==> src/rtl/prq_pkg.sv <==
// ----------------------------------------------------------------------------
// prq_pkg
// Shared types and codes of the priority ready queue: operation and status
// codes, field widths and the control and flag bundles of the cell chain.
// ----------------------------------------------------------------------------
package prq_pkg;

    // Widths fixed by the beat layout.
    localparam int TASK_W     = 5;
    localparam int FUNC_W     = 2;
    localparam int STATUS_W   = 2;
    localparam int PRIO_REQ_W = 8;
    localparam int COUNT_W    = 6;
    localparam int S_TDATA_W  = 24;
    localparam int M_TDATA_W  = 16;

    // Defaults for the top-level parameters.
    localparam int DEF_MAX_TASKS     = 32;
    localparam int DEF_PRIORITY_BITS = 8;

    // Operation codes.
    localparam logic [FUNC_W-1:0] FUNC_INSERT = 2'd0;
    localparam logic [FUNC_W-1:0] FUNC_REMOVE = 2'd1;
    localparam logic [FUNC_W-1:0] FUNC_CHANGE = 2'd2;

    // Status codes.
    localparam logic [STATUS_W-1:0] STATUS_OK        = 2'd0;
    localparam logic [STATUS_W-1:0] STATUS_NOT_READY = 2'd1;
    localparam logic [STATUS_W-1:0] STATUS_QUEUED    = 2'd2;

    // Commands broadcast to every cell.
    typedef struct packed {
        logic load_hole;  // mark the cell holding the key task as a gap
        logic compact;    // move the gap one cell toward the tail
        logic insert;     // open a slot in front of the first larger priority
    } prq_ctrl_t;

    // Summary flags gathered from the chain.
    typedef struct packed {
        logic any_match;  // the key task is queued
        logic same_prio;  // ... and already has the key priority
        logic hole_any;   // a gap is still travelling down the chain
    } prq_flags_t;

endpackage

==> src/rtl/prq_cell.sv <==
// ----------------------------------------------------------------------------
// prq_cell
// One slot of the sorted queue: task id, priority and valid bit, with the
// local rules for inserting from the left neighbor and closing a gap from
// the right neighbor.
// ----------------------------------------------------------------------------
module prq_cell #(
    parameter int PRIORITY_BITS = prq_pkg::DEF_PRIORITY_BITS
) (
    input  logic                       aclk,
    input  logic                       aresetn,
    input  prq_pkg::prq_ctrl_t         ctrl,
    input  logic [prq_pkg::TASK_W-1:0] key_task,
    input  logic [PRIORITY_BITS-1:0]   key_prio,
    input  logic [prq_pkg::TASK_W-1:0] left_task,
    input  logic [PRIORITY_BITS-1:0]   left_prio,
    input  logic                       left_valid,
    input  logic                       left_gt,
    input  logic                       left_hole,
    input  logic [prq_pkg::TASK_W-1:0] right_task,
    input  logic [PRIORITY_BITS-1:0]   right_prio,
    input  logic                       right_valid,
    output logic [prq_pkg::TASK_W-1:0] cell_task,
    output logic [PRIORITY_BITS-1:0]   cell_prio,
    output logic                       cell_valid,
    output logic                       cell_hole,
    output logic                       cell_gt,
    output logic                       cell_match,
    output logic                       cell_same
);
    import prq_pkg::*;

    logic [TASK_W-1:0]        task_reg;
    logic [PRIORITY_BITS-1:0] prio_reg;
    logic                     valid_reg;
    logic                     hole_reg;

    // An empty cell counts as larger than any priority, so the new task lands
    // behind every queued task of equal or smaller number.
    assign cell_gt    = !valid_reg || (prio_reg > key_prio);
    assign cell_match = valid_reg && (task_reg == key_task);
    assign cell_same  = cell_match && (prio_reg == key_prio);

    assign cell_task  = task_reg;
    assign cell_prio  = prio_reg;
    assign cell_valid = valid_reg;
    assign cell_hole  = hole_reg;

    always_ff @(posedge aclk) begin
        if (!aresetn) begin
            valid_reg <= 1'b0;
            hole_reg  <= 1'b0;
        end else if (ctrl.load_hole) begin
            hole_reg <= cell_match;
        end else if (ctrl.compact) begin
            if (hole_reg) begin
                // The gap either moves on or falls off the tail.
                if (!right_valid) begin
                    valid_reg <= 1'b0;
                end
                hole_reg <= 1'b0;
            end else if (left_hole && valid_reg) begin
                hole_reg <= 1'b1;
            end
        end else if (ctrl.insert && cell_gt) begin
            valid_reg <= left_gt ? left_valid : 1'b1;
        end
    end

    always_ff @(posedge aclk) begin
        if (ctrl.compact && hole_reg && right_valid) begin
            task_reg <= right_task;
            prio_reg <= right_prio;
        end else if (ctrl.insert && cell_gt) begin
            if (left_gt) begin
                task_reg <= left_task;
                prio_reg <= left_prio;
            end else begin
                task_reg <= key_task;
                prio_reg <= key_prio;
            end
        end
    end

endmodule

==> src/rtl/prq_chain.sv <==
// ----------------------------------------------------------------------------
// prq_chain
// The row of queue cells, head at cell 0, with the neighbor links and the
// summary flags that the controller reads.
// ----------------------------------------------------------------------------
module prq_chain #(
    parameter int MAX_TASKS     = prq_pkg::DEF_MAX_TASKS,
    parameter int PRIORITY_BITS = prq_pkg::DEF_PRIORITY_BITS
) (
    input  logic                       aclk,
    input  logic                       aresetn,
    input  prq_pkg::prq_ctrl_t         ctrl,
    input  logic [prq_pkg::TASK_W-1:0] key_task,
    input  logic [PRIORITY_BITS-1:0]   key_prio,
    output logic [prq_pkg::TASK_W-1:0] head_task,
    output prq_pkg::prq_flags_t        flags
);
    import prq_pkg::*;

    logic [TASK_W-1:0]        task_q [MAX_TASKS];
    logic [PRIORITY_BITS-1:0] prio_q [MAX_TASKS];
    logic [MAX_TASKS-1:0]     valid_q;
    logic [MAX_TASKS-1:0]     hole_q;
    logic [MAX_TASKS-1:0]     gt_q;
    logic [MAX_TASKS-1:0]     match_q;
    logic [MAX_TASKS-1:0]     same_q;

    for (genvar i = 0; i < MAX_TASKS; i++) begin : g_cell
        logic [TASK_W-1:0]        l_task;
        logic [PRIORITY_BITS-1:0] l_prio;
        logic                     l_valid;
        logic                     l_gt;
        logic                     l_hole;
        logic [TASK_W-1:0]        r_task;
        logic [PRIORITY_BITS-1:0] r_prio;
        logic                     r_valid;

        if (i == 0) begin : g_head
            assign l_task  = '0;
            assign l_prio  = '0;
            assign l_valid = 1'b0;
            assign l_gt    = 1'b0;
            assign l_hole  = 1'b0;
        end else begin : g_link_left
            assign l_task  = task_q[i-1];
            assign l_prio  = prio_q[i-1];
            assign l_valid = valid_q[i-1];
            assign l_gt    = gt_q[i-1];
            assign l_hole  = hole_q[i-1];
        end

        if (i == MAX_TASKS - 1) begin : g_tail
            assign r_task  = '0;
            assign r_prio  = '0;
            assign r_valid = 1'b0;
        end else begin : g_link_right
            assign r_task  = task_q[i+1];
            assign r_prio  = prio_q[i+1];
            assign r_valid = valid_q[i+1];
        end

        prq_cell #(
            .PRIORITY_BITS(PRIORITY_BITS)
        ) u_cell (
            .aclk       (aclk),
            .aresetn    (aresetn),
            .ctrl       (ctrl),
            .key_task   (key_task),
            .key_prio   (key_prio),
            .left_task  (l_task),
            .left_prio  (l_prio),
            .left_valid (l_valid),
            .left_gt    (l_gt),
            .left_hole  (l_hole),
            .right_task (r_task),
            .right_prio (r_prio),
            .right_valid(r_valid),
            .cell_task  (task_q[i]),
            .cell_prio  (prio_q[i]),
            .cell_valid (valid_q[i]),
            .cell_hole  (hole_q[i]),
            .cell_gt    (gt_q[i]),
            .cell_match (match_q[i]),
            .cell_same  (same_q[i])
        );
    end

    assign head_task       = task_q[0];
    assign flags.any_match = |match_q;
    assign flags.same_prio = |same_q;
    assign flags.hole_any  = |hole_q;

endmodule

==> src/rtl/priority_ready_queue.sv <==
// ----------------------------------------------------------------------------
// priority_ready_queue
// Scheduler ready queue: a chain of cells kept sorted by priority, with a
// small sequencer that runs insert, remove and change-priority operations.
// ----------------------------------------------------------------------------
// Each input beat is one operation and yields exactly one result beat. A
// rejected operation, a remove of an absent task, a change that leaves the
// task in place or an unused operation code goes from the lookup state
// straight to the result; an insert, or a change of an absent task, passes
// through the insert state first. A remove, or a change of a queued task,
// opens a gap at the task's cell that walks toward the tail one cell per
// cycle, so it takes longer the more queued tasks lie behind the removed
// one; a change then also passes through the insert state. The next beat
// is taken once the previous result is loaded into the output register.
module priority_ready_queue #(
    parameter int MAX_TASKS     = prq_pkg::DEF_MAX_TASKS,
    parameter int PRIORITY_BITS = prq_pkg::DEF_PRIORITY_BITS
) (
    input  logic                          aclk,
    input  logic                          aresetn,
    // func, task_id, priority_req, task_ready, running_task, running_valid
    input  logic [prq_pkg::S_TDATA_W-1:0] s_tdata,
    input  logic                          s_tvalid,
    output logic                          s_tready,
    // status, head_task, head_valid, need_resched, queued_count
    output logic [prq_pkg::M_TDATA_W-1:0] m_tdata,
    output logic                          m_tvalid,
    input  logic                          m_tready
);
    import prq_pkg::*;

    localparam int CNT_W = $clog2(MAX_TASKS + 1);

    localparam logic [2:0] S_IDLE    = 3'd0;
    localparam logic [2:0] S_LOOK    = 3'd1;
    localparam logic [2:0] S_COMPACT = 3'd2;
    localparam logic [2:0] S_INSERT  = 3'd3;
    localparam logic [2:0] S_DONE    = 3'd4;

    logic [2:0]               state_reg, state_next;
    logic [FUNC_W-1:0]        func_reg;
    logic [TASK_W-1:0]        task_reg;
    logic [PRIORITY_BITS-1:0] prio_reg;
    logic                     ready_reg;
    logic [TASK_W-1:0]        run_task_reg;
    logic                     run_valid_reg;
    logic [STATUS_W-1:0]      status_reg, status_next;
    logic                     ins_pending_reg, ins_pending_next;
    logic                     inserted_reg, inserted_next;
    logic                     nonempty_reg, nonempty_next;
    logic [CNT_W-1:0]         count_reg, count_next;
    logic [M_TDATA_W-1:0]     m_tdata_reg;
    logic                     m_tvalid_reg;

    prq_ctrl_t         ctrl;
    prq_flags_t        flags;
    logic [TASK_W-1:0] head_task;
    logic              s_fire;
    logic              out_load;
    logic              head_valid;
    logic              need_resched;
    logic [TASK_W-1:0] head_out;

    assign s_tready = (state_reg == S_IDLE);
    assign s_fire   = s_tvalid && s_tready;
    assign out_load = (state_reg == S_DONE) && (!m_tvalid_reg || m_tready);

    prq_chain #(
        .MAX_TASKS    (MAX_TASKS),
        .PRIORITY_BITS(PRIORITY_BITS)
    ) u_chain (
        .aclk     (aclk),
        .aresetn  (aresetn),
        .ctrl     (ctrl),
        .key_task (task_reg),
        .key_prio (prio_reg),
        .head_task(head_task),
        .flags    (flags)
    );

    always_comb begin
        state_next       = state_reg;
        status_next      = status_reg;
        ins_pending_next = ins_pending_reg;
        inserted_next    = inserted_reg;
        nonempty_next    = nonempty_reg;
        count_next       = count_reg;
        ctrl             = '0;
        case (state_reg)
            S_IDLE: begin
                if (s_fire) begin
                    status_next      = STATUS_OK;
                    ins_pending_next = 1'b0;
                    inserted_next    = 1'b0;
                    nonempty_next    = 1'b0;
                    state_next       = S_LOOK;
                end
            end
            S_LOOK: begin
                case (func_reg)
                    FUNC_INSERT: begin
                        if (!ready_reg) begin
                            status_next = STATUS_NOT_READY;
                            state_next  = S_DONE;
                        end else if (flags.any_match) begin
                            status_next = STATUS_QUEUED;
                            state_next  = S_DONE;
                        end else begin
                            state_next = S_INSERT;
                        end
                    end
                    FUNC_REMOVE: begin
                        if (flags.any_match) begin
                            ctrl.load_hole = 1'b1;
                            count_next     = count_reg - CNT_W'(1);
                            state_next     = S_COMPACT;
                        end else begin
                            state_next = S_DONE;
                        end
                    end
                    FUNC_CHANGE: begin
                        if (!ready_reg) begin
                            status_next = STATUS_NOT_READY;
                            state_next  = S_DONE;
                        end else if (flags.same_prio) begin
                            state_next = S_DONE;
                        end else if (flags.any_match) begin
                            ctrl.load_hole   = 1'b1;
                            count_next       = count_reg - CNT_W'(1);
                            ins_pending_next = 1'b1;
                            state_next       = S_COMPACT;
                        end else begin
                            state_next = S_INSERT;
                        end
                    end
                    default: begin
                        state_next = S_DONE;
                    end
                endcase
            end
            S_COMPACT: begin
                ctrl.compact = 1'b1;
                if (!flags.hole_any) begin
                    state_next = ins_pending_reg ? S_INSERT : S_DONE;
                end
            end
            S_INSERT: begin
                // A full queue drops the task silently.
                if (count_reg != CNT_W'(MAX_TASKS)) begin
                    ctrl.insert   = 1'b1;
                    count_next    = count_reg + CNT_W'(1);
                    inserted_next = 1'b1;
                    nonempty_next = (count_reg != '0);
                end
                state_next = S_DONE;
            end
            S_DONE: begin
                if (out_load) begin
                    state_next = S_IDLE;
                end
            end
            default: begin
                state_next = S_IDLE;
            end
        endcase
    end

    assign head_valid   = (count_reg != '0);
    assign head_out     = head_valid ? head_task : '0;
    assign need_resched = inserted_reg && nonempty_reg &&
                          (!run_valid_reg || (head_task != run_task_reg));

    always_ff @(posedge aclk) begin
        if (!aresetn) begin
            state_reg       <= S_IDLE;
            status_reg      <= STATUS_OK;
            ins_pending_reg <= 1'b0;
            inserted_reg    <= 1'b0;
            nonempty_reg    <= 1'b0;
            count_reg       <= '0;
            m_tvalid_reg    <= 1'b0;
        end else begin
            state_reg       <= state_next;
            status_reg      <= status_next;
            ins_pending_reg <= ins_pending_next;
            inserted_reg    <= inserted_next;
            nonempty_reg    <= nonempty_next;
            count_reg       <= count_next;
            if (out_load) begin
                m_tvalid_reg <= 1'b1;
            end else if (m_tready) begin
                m_tvalid_reg <= 1'b0;
            end
        end
    end

    // Operands of the beat in progress.
    always_ff @(posedge aclk) begin
        if (s_fire) begin
            func_reg      <= s_tdata[1:0];
            task_reg      <= s_tdata[6:2];
            prio_reg      <= PRIORITY_BITS'(s_tdata[14:7]);
            ready_reg     <= s_tdata[15];
            run_task_reg  <= s_tdata[20:16];
            run_valid_reg <= s_tdata[21];
        end
    end

    always_ff @(posedge aclk) begin
        if (out_load) begin
            m_tdata_reg <= {1'b0, COUNT_W'(count_reg), need_resched, head_valid,
                            head_out, status_reg};
        end
    end

    assign m_tdata  = m_tdata_reg;
    assign m_tvalid = m_tvalid_reg;

endmodule

==> config.mk <==
export PLATFORM = sky130hd
export DESIGN_NAME = priority_ready_queue
export DESIGN_NICKNAME = d
export VERILOG_FILES = /design/src/rtl/prq_pkg.sv /design/src/rtl/prq_cell.sv /design/src/rtl/prq_chain.sv /design/src/rtl/priority_ready_queue.sv
export SDC_FILE = /design/constraint.sdc
export NUM_CORES = 2
export LEC_CHECK = 0
export ABC_CLOCK_PERIOD_IN_PS = 6560
export BUFFER_PORTS_ARGS = -buffer_cell sky130_fd_sc_hd__buf_2
export CORE_MARGIN = 5
export CORE_UTILIZATION = 70
export CTS_CLUSTER_DIAMETER = 60
export CTS_CLUSTER_SIZE = 40
export DETAILED_ROUTE_END_ITERATION = 6
export PLACE_DENSITY_LB_ADDON = 0.12
export SKIP_CTS_REPAIR_TIMING = 1
export SLEW_MARGIN = 10
export SYNTH_ARGS = -nofsm -noshare
export SYNTH_HDL_FRONTEND = slang
export SYNTH_SLANG_ARGS = --single-unit
==> constraint.sdc <==
create_clock -name aclk -period 6.56 [get_ports aclk]
set_input_delay 0.656 -clock aclk [delete_from_list [all_inputs] [get_ports aclk]]
set_output_delay 0.656 -clock aclk [all_outputs]
set_load 0.05 [all_outputs]
==> results.md <==
- The startpoint type of the worst setup path is a flip-flop.
- Of the available clock period, the critical path in the final layout requires 0.793.
- The highest layer touched by signal routing is met4.
- Setup repair after global routing left no endpoint under its margin.
- Clock-pin slew was measured on the worst setup and hold paths at about 0.09 ns.
- The critical path is of the reg2reg type.
- The pin count of the biggest net entering global routing is between 60 and 70.
- For this design the total switching power over the nets is just under 0.002 W.
- The die is about 230 µm wide.
- The final reports fail on design-rule violations.
- The worst relative slew slack is 0.157.
- Among the stages of the critical path, the cell type that occurs most often is sky130_fd_sc_hd__buf_4.
- Counting every net in the synthesized netlist gives roughly 3800.
- The fraction of registers with async set or reset after synthesis is 0.
- For this design the static power due to leakage is about 13 nW.
- For the pin with the worst max-slew slack, the measured transition is approximately 1.3 ns.
- The share of total power dissipated in combinational logic is 0.104.
- The setup clock skew after layout is approximately 0.018 ns.
- After the first detailed-routing iteration, the DRC count stood at 3530.
- The upper clock frequency limit is roughly 190 MHz.
- The floorplan step defined a die boundary enclosing approximately 0.055 mm².
- The number of clock sinks is between 500 and 600.
- In the final routing, the length of wire on met1 measures slightly below 40 mm.
- The number of flops mapped to enable cells by yosys is around 450.
- The post-route setup TNS is 0 ns.
- The synthesis-to-layout area growth is 6.54%.
- Of all cell types, the one taking the most synthesized area is sky130_fd_sc_hd__edfxtp_1.
- The core region is between 0.04 and 0.05 mm².
- The total global-route track usage is 0.371.
- STA classifies the critical path endpoint as a flip-flop.
- Counting the buffers created by CTS gives 45.
- The number of global-route vias before repair is ~28000.
- The detailed route wirelength on metal2 is 48.1 mm.
- The class of the tightest hold or removal check is in2reg.
- At the end of the flow, the number of nets in the layout was between 3000 and 4000.
- The largest stage delay on the critical path is around 0.75 ns.
- After synthesis the netlist holds a flip-flop and latch count of approximately 530.
- The global-route congestion overflow total is 0.
- Clock latency on the worst-skew pair, taken at its later pin, is around 0.61 ns.
- Setup violations remaining at the end of the flow were counted as 0.
- The worst-case vdd ir drop is 0.000210 V.
- Counting distinct cell types in the post-synthesis netlist gives approximately 60.
- The placed standard-cell area is between 0.03 and 0.04 mm².
- In this run the most critical hold path is launched from s_tdata[18].
- After detailed routing, the number of remaining DRC violations is 4.
- At the end of routability-driven placement, the weighted congestion stood at 1.00.
- Traced cell by cell, the critical path runs through buf_4 > inv_2 > buf_4 > ha_1 > nand4_1 > nand4bb_1 > o32ai_1 > nor4_1 > and4_1 > and3_4 > o2111a_2 > buf_4 > mux2i_1 > nor2_1.
- The flow ran to the end, but the final reports show violations.
- The fraction of power spent switching nets is 0.267.
- The number of optimization iterations in the first detailed-route pass is 7.
- The final route contains 28649 vias.
- The relative contribution of the clock network to total power is 0.394.
- Counting both buffers and inverters, the worst setup path holds a total of 4.
- The fraction of the yosys area taken by sequential cells is 0.434.
- At the worst endpoint, the required time is 7.00 ns.
- The vertical die dimension is between 200 and 250 µm.
- The largest individual stage delay along the critical path comes from the cell sky130_fd_sc_hd__o2111a_2.
- The number of instances in the synthesized netlist is 3535.
- Summing every instance area after synthesis gives between 0.03 and 0.04 mm².
- Ranked by instance count, the synthesized netlist is headed by sky130_fd_sc_hd__edfxtp_1 (453), sky130_fd_sc_hd__mux2i_1 (395), sky130_fd_sc_hd__a21oi_1 (353), sky130_fd_sc_hd__nand2_1 (345), sky130_fd_sc_hd__nor2_1 (341).
- The cell at the root of the clock tree is sky130_fd_sc_hd__clkbuf_16.
- The worst register-to-register path begins at prio_reg[6].
- The first-pass GRT wire length is around 160 mm.
- The wire-length estimate of the detail-placed layout is roughly 74 mm.
- Of all nets on the critical path, the largest fanout is 34.
- The floorplan has 81 rows.
- During placement, the flow inserted port buffers numbering between 40 and 50.
- Counting I/O delays and the setup requirement, the final critical path takes 5.20 ns.
- Once layout is done, the placed cells without fillers occupy 0.0372 mm².
- Sorting the synthesized cells by area gives the leading types as sky130_fd_sc_hd__edfxtp_1 (39%), sky130_fd_sc_hd__mux2i_1 (11%), sky130_fd_sc_hd__ha_1 (9.5%).
- The share of total power dissipated in sequential elements is 0.502.
- In this run the mean area of a mapped cell was just under 10 µm².
- The TritonCTS clock tree is built.
- The power density relative to cell area is ~200 mW/mm².
- The hold violation count in the final report is 0.
- The worst path arrival time is about 5.7 ns.
- The deepest level of the CTS H-tree is 2.
- sky130_fd_sc_hd__edfxtp_1 is the most common cell in the netlist.
- Among all flip-flop cells after synthesis, the most frequent one is sky130_fd_sc_hd__edfxtp_1.
- The internal portion of total power is 0.00539 W.
- The number of antenna-violating nets in the routed design is 0.
- The origin of the worst setup path is prio_reg[6].
- The routed via count divided by cell count is between 6 and 7.
- On the critical path the largest part of the delay comes from buffers and inverters.
- The number of warnings printed during yosys synthesis is 0.
- The count of pins over their slew limit was 0.
- The initial antenna violation count was 2.
- Measured on the finished design, the core utilization comes to 0.758.
- In the final layout, the share of cells above drive strength 1 is 0.0775.
- The fraction of post-synthesis cell area in the top cell type by area is 0.389.
- After detailed routing, the average wire length per cell comes to between 20 and 25 µm.
- The detailed-routed wire length on met3 is roughly 10 mm.
- The flip-flop count of the largest register after layout is 256.
- The clock passes through at most 3 buffers.
- For this configuration, the core starts out at a cell density of 0.711.
- During I/O placement, the number of pins put on the boundary was 46.
- After detailed routing, the total wire length is between 100 and 150 mm.
- The tool flagged a number of max-cap violations equal to 0.
## kinds of logic after synthesis
group	share of synthesized area
AOI/OAI and AO/OA	0.134
xor gates and xnor gates	0.0426
adders and majority gates	0.0951
buffers and inverters	0.0369
DFF	0.434
muxes	0.119
other	0.000107
and+or+nand+nor	0.138
## power groups by stage
stage | Sequential, W | Combinational (W) | Clock (W)
after floorplan | 0.00376 | 0.000502 | 0
after global placement | 0.00377 | 0.000699 | 0
after detailed placement | 0.00377 | 0.000739 | 0
after CTS | 0.00370 | 0.000745 | 0.00290
after global routing | 0.00370 | 0.000822 | 0.00303
final | 0.00370 | 0.000763 | 0.00290
## cell usage in the layout, fill, tap and decap left out, types with 8 or more instances in the layout
| cell | Yosys | layout |
|---|---|---|
| sky130_fd_sc_hd__edfxtp_1 | 453 | 453 |
| sky130_fd_sc_hd__nand3_1 | 61 | 61 |
| sky130_fd_sc_hd__ha_1 | 264 | 264 |
| sky130_fd_sc_hd__o21a_1 | 54 | 54 |
| sky130_fd_sc_hd__nand4bb_1 | 10 | 10 |
| sky130_fd_sc_hd__nor4_1 | 22 | 21 |
| sky130_fd_sc_hd__o32ai_1 | 17 | 17 |
| sky130_fd_sc_hd__o21ai_1 | 5 | 12 |
| sky130_fd_sc_hd__buf_2 | 25 | 42 |
| sky130_fd_sc_hd__xnor2_1 | 166 | 166 |
| sky130_fd_sc_hd__inv_6 | 0 | 8 |
| sky130_fd_sc_hd__a31oi_2 | 5 | 13 |
| sky130_fd_sc_hd__nand2_1 | 345 | 345 |
| sky130_fd_sc_hd__inv_1 | 58 | 50 |
| sky130_fd_sc_hd__nor2_1 | 341 | 340 |
| sky130_fd_sc_hd__o2111ai_1 | 8 | 8 |
| sky130_fd_sc_hd__and4_1 | 20 | 20 |
| sky130_fd_sc_hd__nor2b_1 | 40 | 40 |
| sky130_fd_sc_hd__o221ai_1 | 9 | 9 |
| sky130_fd_sc_hd__mux2_2 | 19 | 19 |
| sky130_fd_sc_hd__nor3_1 | 27 | 27 |
| sky130_fd_sc_hd__clkbuf_16 | 0 | 46 |
| sky130_fd_sc_hd__o221a_2 | 10 | 10 |
| sky130_fd_sc_hd__a21o_1 | 28 | 27 |
| sky130_fd_sc_hd__and3_1 | 12 | 12 |
| sky130_fd_sc_hd__inv_2 | 0 | 8 |
| sky130_fd_sc_hd__a21oi_1 | 353 | 353 |
| sky130_fd_sc_hd__dfxtp_1 | 79 | 79 |
| sky130_fd_sc_hd__nand4_1 | 98 | 98 |
| sky130_fd_sc_hd__nand2b_1 | 32 | 32 |
| sky130_fd_sc_hd__mux2i_1 | 395 | 395 |
| sky130_fd_sc_hd__or3_1 | 10 | 9 |
| sky130_fd_sc_hd__o31ai_1 | 17 | 17 |
| sky130_fd_sc_hd__o21ai_0 | 270 | 262 |
| sky130_fd_sc_hd__buf_4 | 7 | 78 |
## layer usage
metal	vias to the layer above	track usage
li1	12884	-
met3	371	0.0613
met1	13723	0.482
met2	1671	0.613
met5	-	0
met4	0	0.168
## final timing paths
check | endpoint | slack [ns] | depth (start not counted)
worst max register to register | u_chain.g_cell[28].u_cell.cell_hole | 1.36 | 14
worst min-delay path | run_task_reg[2] | 0.21 | 1
worst max-delay path | u_chain.g_cell[28].u_cell.cell_hole | 1.36 | 14
worst min register to register | m_tdata[0] | 0.43 | 0
## final cells by class
type	instances	area, µm²
Timing Repair Buffer	125	896
Multi-Input combinational cell	2710	18600
Clock buffer	49	1170
Inverter	58	218
Clock inverter	34	370
Fill cell	3457	11900
Antenna cell	1	2.50
Tap cell	664	831
Sequential cell	532	15200
## per-stage QoR
step                power [W]  instances  hold WS [ns]  setup slack [ns]
CTS                   0.00734       4172         0.200              1.56
detailed placement    0.00451       4089         0.422              1.58
global placement      0.00447       4089         0.416              1.65
floorplan             0.00426       3535         0.408              2.48
finish                0.00736       4173         0.214              1.36
global route          0.00755       4172         0.204              1.32
Note: power is estimated with default switching activity, not from simulation.
